File: src/rtl/vim_pkg.sv
// shared types, constants and register map for the velocity integration motion alarm
`default_nettype none

package vim_pkg;

  // default parameter values
  localparam int SampleWidthDef   = 13;
  localparam int VelocityWidthDef = 32;

  // fixed field widths
  localparam int DtW       = 16;
  localparam int DeadbandW = 12;
  localparam int LimitW    = 8;
  localparam int ThreshW   = 63;
  localparam int CfgIdxW   = 3;
  localparam int CfgDataW  = 63;

  // register map
  localparam logic [CfgIdxW-1:0] RegRestX    = 3'd0;
  localparam logic [CfgIdxW-1:0] RegRestY    = 3'd1;
  localparam logic [CfgIdxW-1:0] RegRestZ    = 3'd2;
  localparam logic [CfgIdxW-1:0] RegDeadband = 3'd3;
  localparam logic [CfgIdxW-1:0] RegLimit    = 3'd4;
  localparam logic [CfgIdxW-1:0] RegThresh   = 3'd5;

  // register reset values
  localparam int                   RestXReset    = 0;
  localparam int                   RestYReset    = 0;
  localparam int                   RestZReset    = 256;
  localparam logic [DeadbandW-1:0] DeadbandReset = 12'd16;
  localparam logic [LimitW-1:0]    LimitReset    = 8'd25;
  localparam logic [ThreshW-1:0]   ThreshReset   = 63'd1000000;

  // axis selectors
  localparam logic [1:0] AxisX = 2'd0;
  localparam logic [1:0] AxisZ = 2'd2;

  typedef enum logic [2:0] {
    ST_IDLE,
    ST_EVAL,
    ST_MUL,
    ST_ADD,
    ST_SQ,
    ST_SQ_ACC,
    ST_DONE
  } state_t;

  // sequencer to datapath
  typedef struct packed {
    logic       in_ready;
    logic       eval;
    logic       mul_int;
    logic       add_int;
    logic       mul_sq;
    logic       acc_sq;
    logic       finish;
    logic [1:0] axis;
  } ctrl_t;

  // datapath to sequencer
  typedef struct packed {
    logic in_valid;
    logic all_still;
    logic out_free;
  } stat_t;

endpackage

`default_nettype wire

File: src/rtl/vim_mul.sv
// shared unsigned multiplier with registered product
`default_nettype none

module vim_mul #(
  parameter int Width = 32
) (
  input  logic                 clk,
  input  logic [Width-1:0]     a,
  input  logic [Width-1:0]     b,
  output logic [2*Width-1:0]   p
);

  always_ff @(posedge clk) begin
    p <= a * b;
  end

endmodule

`default_nettype wire

File: src/rtl/vim_ctrl.sv
// sequencer stepping the shared multiplier through integration and squaring
`default_nettype none

module vim_ctrl (
  input  logic           clk,
  input  logic           rst,
  input  vim_pkg::stat_t stat,
  output vim_pkg::ctrl_t ctrl
);

  import vim_pkg::*;

  state_t     state, state_next;
  logic [1:0] axis, axis_next;

  always_ff @(posedge clk) begin
    if (rst) begin
      state <= ST_IDLE;
      axis  <= AxisX;
    end else begin
      state <= state_next;
      axis  <= axis_next;
    end
  end

  // next state
  always_comb begin
    state_next = state;
    axis_next  = axis;
    unique case (state)
      ST_IDLE: begin
        if (stat.in_valid) begin
          state_next = ST_EVAL;
        end
      end
      ST_EVAL: begin
        axis_next  = AxisX;
        state_next = stat.all_still ? ST_SQ : ST_MUL;
      end
      ST_MUL: begin
        state_next = ST_ADD;
      end
      ST_ADD: begin
        if (axis == AxisZ) begin
          axis_next  = AxisX;
          state_next = ST_SQ;
        end else begin
          axis_next  = axis + 2'd1;
          state_next = ST_MUL;
        end
      end
      ST_SQ: begin
        if (axis == AxisZ) begin
          state_next = ST_SQ_ACC;
        end else begin
          axis_next = axis + 2'd1;
        end
      end
      ST_SQ_ACC: begin
        state_next = ST_DONE;
      end
      ST_DONE: begin
        if (stat.out_free) begin
          state_next = ST_IDLE;
        end
      end
      default: begin
        state_next = ST_IDLE;
      end
    endcase
  end

  // outputs
  always_comb begin
    ctrl      = '0;
    ctrl.axis = axis;
    unique case (state)
      ST_IDLE:   ctrl.in_ready = 1'b1;
      ST_EVAL:   ctrl.eval     = 1'b1;
      ST_MUL:    ctrl.mul_int  = 1'b1;
      ST_ADD:    ctrl.add_int  = 1'b1;
      ST_SQ: begin
        ctrl.mul_sq = 1'b1;
        ctrl.acc_sq = (axis != AxisX);
      end
      ST_SQ_ACC: ctrl.acc_sq   = 1'b1;
      ST_DONE:   ctrl.finish   = stat.out_free;
      default:   ctrl.in_ready = 1'b0;
    endcase
  end

endmodule

`default_nettype wire

File: src/rtl/velocity_integration_motion_alarm.sv
// top level: velocity integration with rest reset and squared speed alarm
//
//  channel | handshake               | payload
//  --------+-------------------------+------------------------------------------
//  in      | in_valid / in_ready     | accel_x, accel_y, accel_z, elapsed_ms
//  out     | out_valid / out_ready   | motion_alarm, rest_reset
//  cfg     | cfg_we (no wait)        | cfg_index, cfg_data
//
//  the single shared multiplier sets the pace: a moving item takes a multiply
//  and an add step per axis to integrate, then a squaring step per axis and
//  a final add; a still item skips the integration steps.
//  rst is synchronous, clears velocities, still count, out_valid and the
//  sequencer, and loads the config registers with their reset values. the
//  result sits in an output register, so a stalled out channel only holds
//  the sequencer in its last step; in_ready is low while an item is in work.
`default_nettype none

module velocity_integration_motion_alarm #(
  parameter int SampleWidth   = vim_pkg::SampleWidthDef,
  parameter int VelocityWidth = vim_pkg::VelocityWidthDef
) (
  input  logic                         clk,
  input  logic                         rst,
  // sample input
  input  logic                         in_valid,
  output logic                         in_ready,
  input  logic signed [SampleWidth-1:0] accel_x,
  input  logic signed [SampleWidth-1:0] accel_y,
  input  logic signed [SampleWidth-1:0] accel_z,
  input  logic [vim_pkg::DtW-1:0]      elapsed_ms,
  // result output
  output logic                         out_valid,
  input  logic                         out_ready,
  output logic                         motion_alarm,
  output logic                         rest_reset,
  // register writes
  input  logic                         cfg_we,
  input  logic [vim_pkg::CfgIdxW-1:0]  cfg_index,
  input  logic [vim_pkg::CfgDataW-1:0] cfg_data
);

  import vim_pkg::*;

  // deviations carry one extra bit so they never wrap
  localparam int DevW  = SampleWidth + 1;
  localparam int MulA  = (VelocityWidth > DevW) ? VelocityWidth : DevW;
  localparam int MulW  = (MulA > DtW) ? MulA : DtW;
  localparam int ProdW = 2 * MulW;
  localparam int AddW  = ProdW + 2;
  localparam int SumW  = 2 * VelocityWidth;
  localparam int CmpW  = (SumW > ThreshW) ? SumW : ThreshW;
  localparam int DbW   = (DevW > DeadbandW) ? DevW : DeadbandW;

  // configuration registers
  logic signed [SampleWidth-1:0] rest_x, rest_y, rest_z;
  logic [DeadbandW-1:0]          deadband;
  logic [LimitW-1:0]             still_limit;
  logic [ThreshW-1:0]            speed_threshold_sq;

  always_ff @(posedge clk) begin
    if (rst) begin
      rest_x             <= SampleWidth'(RestXReset);
      rest_y             <= SampleWidth'(RestYReset);
      rest_z             <= SampleWidth'(RestZReset);
      deadband           <= DeadbandReset;
      still_limit        <= LimitReset;
      speed_threshold_sq <= ThreshReset;
    end else if (cfg_we) begin
      unique case (cfg_index)
        RegRestX:    rest_x             <= cfg_data[SampleWidth-1:0];
        RegRestY:    rest_y             <= cfg_data[SampleWidth-1:0];
        RegRestZ:    rest_z             <= cfg_data[SampleWidth-1:0];
        RegDeadband: deadband           <= cfg_data[DeadbandW-1:0];
        RegLimit:    still_limit        <= cfg_data[LimitW-1:0];
        RegThresh:   speed_threshold_sq <= cfg_data[ThreshW-1:0];
        default:     ; // unmapped index, write dropped
      endcase
    end
  end

  // sequencer
  ctrl_t ctrl;
  stat_t stat;
  logic  load;

  vim_ctrl u_ctrl (
    .clk  (clk),
    .rst  (rst),
    .stat (stat),
    .ctrl (ctrl)
  );

  assign in_ready = ctrl.in_ready;
  assign load     = in_valid & ctrl.in_ready;

  // deviation from rest, full precision
  logic signed [DevW-1:0] dev_in [3];
  logic [2:0]             moving_in;

  function automatic logic signed [DevW-1:0] deviation(
    input logic signed [SampleWidth-1:0] s,
    input logic signed [SampleWidth-1:0] r
  );
    return $signed({s[SampleWidth-1], s}) - $signed({r[SampleWidth-1], r});
  endfunction

  function automatic logic [DevW-1:0] dev_mag(input logic signed [DevW-1:0] d);
    return d[DevW-1] ? DevW'(-d) : d;
  endfunction

  assign dev_in[0] = deviation(accel_x, rest_x);
  assign dev_in[1] = deviation(accel_y, rest_y);
  assign dev_in[2] = deviation(accel_z, rest_z);

  always_comb begin
    for (int i = 0; i < 3; i++) begin
      moving_in[i] = DbW'(dev_mag(dev_in[i])) > DbW'(deadband);
    end
  end

  // item registers, captured on acceptance
  logic signed [DevW-1:0] dev [3];
  logic [2:0]             moving;
  logic [DtW-1:0]         dt;

  always_ff @(posedge clk) begin
    if (load) begin
      dev[0] <= dev_in[0];
      dev[1] <= dev_in[1];
      dev[2] <= dev_in[2];
      moving <= moving_in;
      dt     <= elapsed_ms;
    end
  end

  // integration state
  logic signed [VelocityWidth-1:0] vel [3];
  logic [LimitW-1:0]               still_count;
  logic                            zeroed;

  logic signed [DevW-1:0]          dev_sel;
  logic signed [VelocityWidth-1:0] vel_sel;
  logic [VelocityWidth-1:0]        vel_mag;

  assign dev_sel = dev[ctrl.axis];
  assign vel_sel = vel[ctrl.axis];
  assign vel_mag = vel_sel[VelocityWidth-1] ? VelocityWidth'(-vel_sel) : vel_sel;

  // shared multiplier: |deviation| * dt while integrating, |velocity|^2 after
  logic [MulW-1:0]  mul_a, mul_b;
  logic [ProdW-1:0] prod;
  logic             prod_neg;

  always_comb begin
    if (ctrl.mul_sq) begin
      mul_a = MulW'(vel_mag);
      mul_b = MulW'(vel_mag);
    end else begin
      mul_a = MulW'(dev_mag(dev_sel));
      mul_b = MulW'(dt);
    end
  end

  vim_mul #(
    .Width (MulW)
  ) u_mul (
    .clk (clk),
    .a   (mul_a),
    .b   (mul_b),
    .p   (prod)
  );

  always_ff @(posedge clk) begin
    if (ctrl.mul_int) begin
      prod_neg <= dev_sel[DevW-1];
    end
  end

  // saturating velocity update
  localparam logic signed [AddW-1:0] VelHi =
    $signed({{(AddW-VelocityWidth+1){1'b0}}, {(VelocityWidth-1){1'b1}}});
  localparam logic signed [AddW-1:0] VelLo =
    $signed({{(AddW-VelocityWidth+1){1'b1}}, {(VelocityWidth-1){1'b0}}});

  logic signed [AddW-1:0]          inc, vel_ext, vel_sum;
  logic signed [VelocityWidth-1:0] vel_sat;

  always_comb begin
    inc     = prod_neg ? -$signed({2'b00, prod}) : $signed({2'b00, prod});
    vel_ext = {{(AddW-VelocityWidth){vel_sel[VelocityWidth-1]}}, vel_sel};
    vel_sum = vel_ext + inc;
    if (vel_sum > VelHi) begin
      vel_sat = VelHi[VelocityWidth-1:0];
    end else if (vel_sum < VelLo) begin
      vel_sat = VelLo[VelocityWidth-1:0];
    end else begin
      vel_sat = vel_sum[VelocityWidth-1:0];
    end
  end

  // still counting is done in one extra bit so the count never wraps
  logic [LimitW:0] count_inc;
  logic            limit_hit;

  assign count_inc = {1'b0, still_count} + (LimitW+1)'(1);
  assign limit_hit = count_inc > {1'b0, still_limit};

  always_ff @(posedge clk) begin
    if (rst) begin
      vel[0]      <= '0;
      vel[1]      <= '0;
      vel[2]      <= '0;
      still_count <= '0;
      zeroed      <= 1'b0;
    end else if (ctrl.eval) begin
      if (moving == 3'b000) begin
        if (limit_hit) begin
          still_count <= '0;
          vel[0]      <= '0;
          vel[1]      <= '0;
          vel[2]      <= '0;
          zeroed      <= 1'b1;
        end else begin
          still_count <= count_inc[LimitW-1:0];
          zeroed      <= 1'b0;
        end
      end else begin
        still_count <= '0;
        zeroed      <= 1'b0;
      end
    end else if (ctrl.add_int && moving[ctrl.axis]) begin
      vel[ctrl.axis] <= vel_sat;
    end
  end

  // squared speed, accumulated one axis behind the multiplier
  logic [SumW-1:0] sum;

  always_ff @(posedge clk) begin
    if (ctrl.eval) begin
      sum <= '0;
    end else if (ctrl.acc_sq) begin
      sum <= sum + prod[SumW-1:0];
    end
  end

  assign stat.in_valid  = in_valid;
  assign stat.all_still = (moving == 3'b000);
  assign stat.out_free  = ~out_valid | out_ready;

  // output register
  always_ff @(posedge clk) begin
    if (rst) begin
      out_valid <= 1'b0;
    end else if (ctrl.finish) begin
      out_valid <= 1'b1;
    end else if (out_ready) begin
      out_valid <= 1'b0;
    end
  end

  always_ff @(posedge clk) begin
    if (ctrl.finish) begin
      motion_alarm <= CmpW'(sum) > CmpW'(speed_threshold_sq);
      rest_reset   <= zeroed;
    end
  end

endmodule

`default_nettype wire
File: config.mk
export PLATFORM = sky130hd
export DESIGN_NAME = velocity_integration_motion_alarm
export DESIGN_NICKNAME = d
export VERILOG_FILES = /design/src/rtl/vim_pkg.sv /design/src/rtl/vim_mul.sv /design/src/rtl/vim_ctrl.sv /design/src/rtl/velocity_integration_motion_alarm.sv
export SDC_FILE = /design/constraint.sdc
export NUM_CORES = 2
export LEC_CHECK = 0
export ABC_AREA = 1
export ABC_CLOCK_PERIOD_IN_PS = 27300
export BUFFER_PORTS_ARGS = -buffer_cell sky130_fd_sc_hd__buf_2
export CELL_PAD_IN_SITES_DETAIL_PLACEMENT = 1
export CELL_PAD_IN_SITES_GLOBAL_PLACEMENT = 1
export CORE_UTILIZATION = 32
export CTS_CLUSTER_SIZE = 25
export DETAILED_ROUTE_END_ITERATION = 12
export PLACE_DENSITY = 0.61
export SLEW_MARGIN = 40
export SYNTH_ARGS = -nofsm -noshare
export SYNTH_HDL_FRONTEND = slang
export SYNTH_SLANG_ARGS = --single-unit
File: constraint.sdc
create_clock -name clk -period 27.3 [get_ports clk]
set_input_delay 4.095 -clock clk [delete_from_list [all_inputs] [get_ports clk]]
set_output_delay 4.095 -clock clk [all_outputs]
set_load 0.02 [all_outputs]
======== Word level (Yosys, flattened, before mapping) ========
Memory sizes are Yosys's and may differ from the RTL's. A register that Yosys moved wholly into a read port is not among the register bits.
Index checks and enable logic that the tools add are counted.
storage, ports and cells
  register bits ........................... 287
  bits in writable memories ............... 138
  input bits .............................. 126
  output and inout bits ................... 4
  logic and storage cells ................. 135
  memories kept ........................... 2
memories
  name  words  width  read ports  clocked after Yosys merged registers in  wr ports  line                                      RTL
  vel   3      32     1           1                                        3         velocity_integration_motion_alarm.sv:137  logic signed [VelocityWidth-1:0] vel [3];
  dev   3      14     1           1                                        3         velocity_integration_motion_alarm.sv:122  logic signed [DevW-1:0] dev [3];
cells by class
  add/subtract/negate cells ............... 13
  multipliers ............................. 1
  order comparisons ....................... 8
  eq/ne operators ......................... 16
  muxes and demuxes ....................... 55
  bitwise logic cells ..................... 6
  reductions and logical operators ........ 16
operators by type and width
  operator                                               count
  2-to-1 mux 32 bit                                      9
  adder 32 x 66 -> 66 bit                                1
  > comparator 66 x 32 -> 1 bit (second input constant)  1
  < comparator 66 x 32 -> 1 bit (second input constant)  1
  2-to-1 mux 66 bit                                      1
  negator 64 -> 66 bit                                   1
  adder 64 bit                                           1
  > comparator 64 x 63 -> 1 bit                          1
  multiplier 32 x 32 -> 64 bit                           1
  2-to-1 mux 14 bit                                      4
  negator 14 bit                                         4
  > comparator 14 x 12 -> 1 bit                          3
  subtractor 13 x 13 -> 14 bit                           3
  negator 32 bit                                         1
  OR reduction 32 bit                                    1
  2-to-1 mux 1 bit                                       23
  case mux 3 bit (7 select lines)                        1
  2-to-1 mux 8 bit                                       2
  == test 3 bit (second input constant)                  5
  2-to-1 mux 3 bit                                       5
  2-to-1 mux 2 bit                                       7
  AND reduction 2 bit                                    7
  == test 3 x 2 -> 1 bit (second input constant)         4
  adder 8 x 1 -> 9 bit (second input constant)           1
  18 further kinds                                       27

======== Longest topological paths before layout ========
  word-level depth ........................ 9
  mapped depth ............................ 50
  depth with buffers taken out ............ 48

======== By module ========
Synthesis repeated with hierarchy kept, for this count alone.
unflattened totals
  cells, all modules ...................... 10044
  area total of the unflattened synthesis .. 71563.6 µm²
modules (own cells, without submodules)
  module                             instances  cells each  area each (µm²)  sequential area each (µm²)
  vim_mul                            1          5021        37414.6          1281.2
  velocity_integration_motion_alarm  1          4961        33714.8          9689.3
  vim_ctrl                           1          62          434.2            100.1

======== Worst setup path after synthesis ========
OpenSTA, ideal clock, no wires.
  path kind ............................... reg-to-reg
  start ................................... register (tool-made name)
  end ..................................... register u_mul.p[56]
  setup time .............................. 0.127 ns
  arrival ................................. 8.974 ns
  data required time ...................... 27.173 ns
  slack ................................... 18.199 ns
  cell stages (with the launch flop) ...... 40
  path buffers ............................ 6
  period minus slack after synthesis ...... 9.101 ns
  path through ............................ dfxtp_1 buf_4 buf_6 buf_4 nand2_1 nand3_1 nand2_1 inv_2 buf_2 buf_1 nand3_1 nand3_2 clkbuf_1 nor2_1 fa_1 inv_1 fa_1 inv_1 [4 not listed] fa_1 fa_1 fa_1 inv_1 fa_1 inv_1 ha_1 a21oi_1 inv_1 a31oi_1 o21ai_0 a21oi_1 nand3_1 nand2_1 o211ai_1 a21oi_1 o21ai_0 xor2_1
RTL lines
  element                 line           RTL
  end signal: assignment  vim_mul.sv:14  p <= a * b;
  end: declaration        vim_mul.sv:10  output logic [2*Width-1:0] p

==> results.cfg <==
[outcome]
status = finished, final reports clean

[clock_network]
cts_max_level = 2
postCtsHoldBufs = 0
clkTransAtPathRegs_ns = 0.06
cts_num_sinks = 459
numCtsBuffers = 59
cts_tree = done
post_cts_buffers = 0
clockBufferDepth = 3
root_buffer = clkbuf_16
cts_resized = 0
clock_latency_ns = 0.69

[cells_and_area]
layout-drive-gt1-share = 0.0456
fin_nets = 10400
fill_cells = 25300
syn_to_final_growth_pct = 8.87

[logic_synthesis]
synth_area_mm2 = 0.0660
ys_ff_latch = 459
ys.flop_type = dfxtp_1
ys_top_cells_by_area = fa_1 26%, inv_1 11%, ha_1 10%
async_flop_share = 0
synth.top_cell.area_share = 0.264
yosysSeqAreaShare = 0.168
synth-edff-count = 192
yosys.area.top_type = fa_1
avgSynthCellArea_um2 = 7.52
yosys_warnings = 0
ys_types = 66
synth_cells = 8778

[critical_path]
cpMostUsedCell = fa_1
rrSetupSlack_ns = 15.35
cp-start-kind = flop
cp_max_fo = 66
arrival_ns = 12.50
crit_type = reg -> reg
critPathRequiredTime_ns = 27.85
r2r-end = u_mul.p[63]
end_kind = flop
crit_end = u_mul.p[63]
worst_path_max_delay_cell = buf_4
reg2reg_depth = 38
slowest_delay_ns = 0.63

[sta]
fin_skew_ns = 0.0349
maxSlewViolCount = 0
relSlewSlack = 0.374
finalCritPeriodShare = 0.438
setup_viol = 0
hold_viol = 0
setup_tns_ns = 0
fmax_mhz = 83.7
tightest_slew_ns = 0.937
fin_ws_ns = 15.35
rsz0062_at_grt = no
min_period_ns = 11.95

[floorplan]
die_x_um = 456
initial_core_util = 0.322
fp-row-count = 166
dieHeight_um = 456
die-area_mm2 = 0.208
coreArea_mm2 = 0.205
top_level_ports = 130

[route]
wirelength_um = 275000
dr.pass1.iters = 5
post_drt_wl_per_cell_um = 23.7
drcViolationCount = 0
ant_nets = 0
viasPerCell = 5.05
vias = 58400
drt-initial-drc-count = 3649

[min_path]
min_path_cells = 0
hold_class = reg -> reg

[global_route]
first_global_vias = 62200
antenna_found_initial = 7
grt_pass1_wl_um = 409000
grtUsageTotal = 0.262
grt_max_degree = 90
overflow = 0

[run]
cap_viol_max_count = 0

[placed_design]
io_buffers = 129
place_congestion = 0.944
dp_slack_ns = 15.41
dpl.hpwl_um = 227000
==> area by class of cell <==
type	instances	area (um2)	area share
multi-input cells	6072	46400	0.646
flip-flops and latches	459	11100	0.155
inverters	2032	7630	0.106
well taps	2688	3360	0.0468
clock buffers	77	1610	0.0224
repair buffers	205	1250	0.0174
clock inverters	33	487	0.00677
diodes	1	2.50	0.0000348
==> cells in the final DEF, fill, tap and decap left out, types with 129 or more instances in the layout <==
master	netlist	layout
edfxtp_1	192	192
dfxtp_1	267	265
nand2_1	1634	1628
nand3_1	221	218
buf_2	85	129
a21oi_1	605	605
xor2_1	194	194
fa_1	869	869
inv_1	1992	1987
o21ai_0	360	356
ha_1	549	549
nor2_1	989	987
==> per-stage QoR <==
stage / util / instance area (um2) / hold slack [ns] / cells
after floorplan: - / 66100 / 0.409 / 8804
after detailed placement: 0.341 / 69700 / 0.435 / 11500
after global routing: 0.351 / 71900 / 0.473 / 11600
final: 0.351 / 71900 / 0.450 / 11600
after CTS: 0.351 / 71800 / 0.457 / 11600
after global placement: 0.340 / 69700 / 0.424 / 11500
==> flip-flops by register name, summed over array words and instances, names as in the netlist, 3 cells and up, named ones only <==
name and flops:
dev 42, still_count 8, moving 3, vel 128, sum 64, rest_x 13
rest_y 13, rest_z 13, u_mul.p 64, dt 16, deadband 12, still_limit 8
speed_threshold_sq 63, u_ctrl.state 3
==> synth_stat cells (all sizes together), types with 12 or more instances <==
cell / instances
dfxtp: 267
o21bai: 57
nor2: 994
nand3b: 20
clkbuf: 122
nand3: 228
o211ai: 42
edfxtp: 192
nor3: 86
buf: 119
a211oi: 16
nand4: 58
or2: 15
o21a: 12
xor2: 194
o21ai: 396
a21oi: 606
a21o: 21
xnor2: 74
fa: 869
o221ai: 14
nor4: 34
a31oi: 53
inv: 2019
nand2: 1641
ha: 549
clkinv: 13
==> worst max-delay path: cells and delay by family (launching register included) <==
family	cells	cell delay [ns]
AND/OR/NAND/NOR	16	3.04
flip-flops	1	0.62
buffers and inverters	8	2.02
adder cells (fa/ha/maj)	9	4.70
AO/OA/AOI/OAI	5	1.37
==> worst min path at each step <==
stage           start          to  slack, ns
5_1_grt        zeroed  rest_reset       0.47
4_1_cts        zeroed  rest_reset       0.46
3_5_place_dp   zeroed  rest_reset       0.43
3_3_place_gp   zeroed  rest_reset       0.42
2_1_floorplan  zeroed  rest_reset       0.41
6_report       zeroed  rest_reset       0.45
==> logic make-up (layout without fill, tap and decap cells) <==
| group | count (synthesis) | after routing | synth area share |
|---|---|---|---|
| other cells | 2 | 29 | 0.000114 |
| buf+inv | 2273 | 2347 | 0.133 |
| simple gates | 3092 | 3092 | 0.190 |
| fa+ha+maj | 1418 | 1418 | 0.368 |
| xor+xnor | 268 | 268 | 0.0356 |
| mux | 2 | 2 | 0.000303 |
| flops | 459 | 459 | 0.168 |
| compound gates | 1264 | 1264 | 0.106 |
==> per-layer routing <==
metal,global-route usage,wire length [um],vias up
met1,0.349,123000,29700
li1,-,-,27100
met4,0.0699,8600,8
met2,0.447,131000,1229
met3,0.0290,11700,337
met5,0,50,-
Power is not shown: default switching activity piles up to over one toggle a cycle in this logic, so the estimate is an artifact.
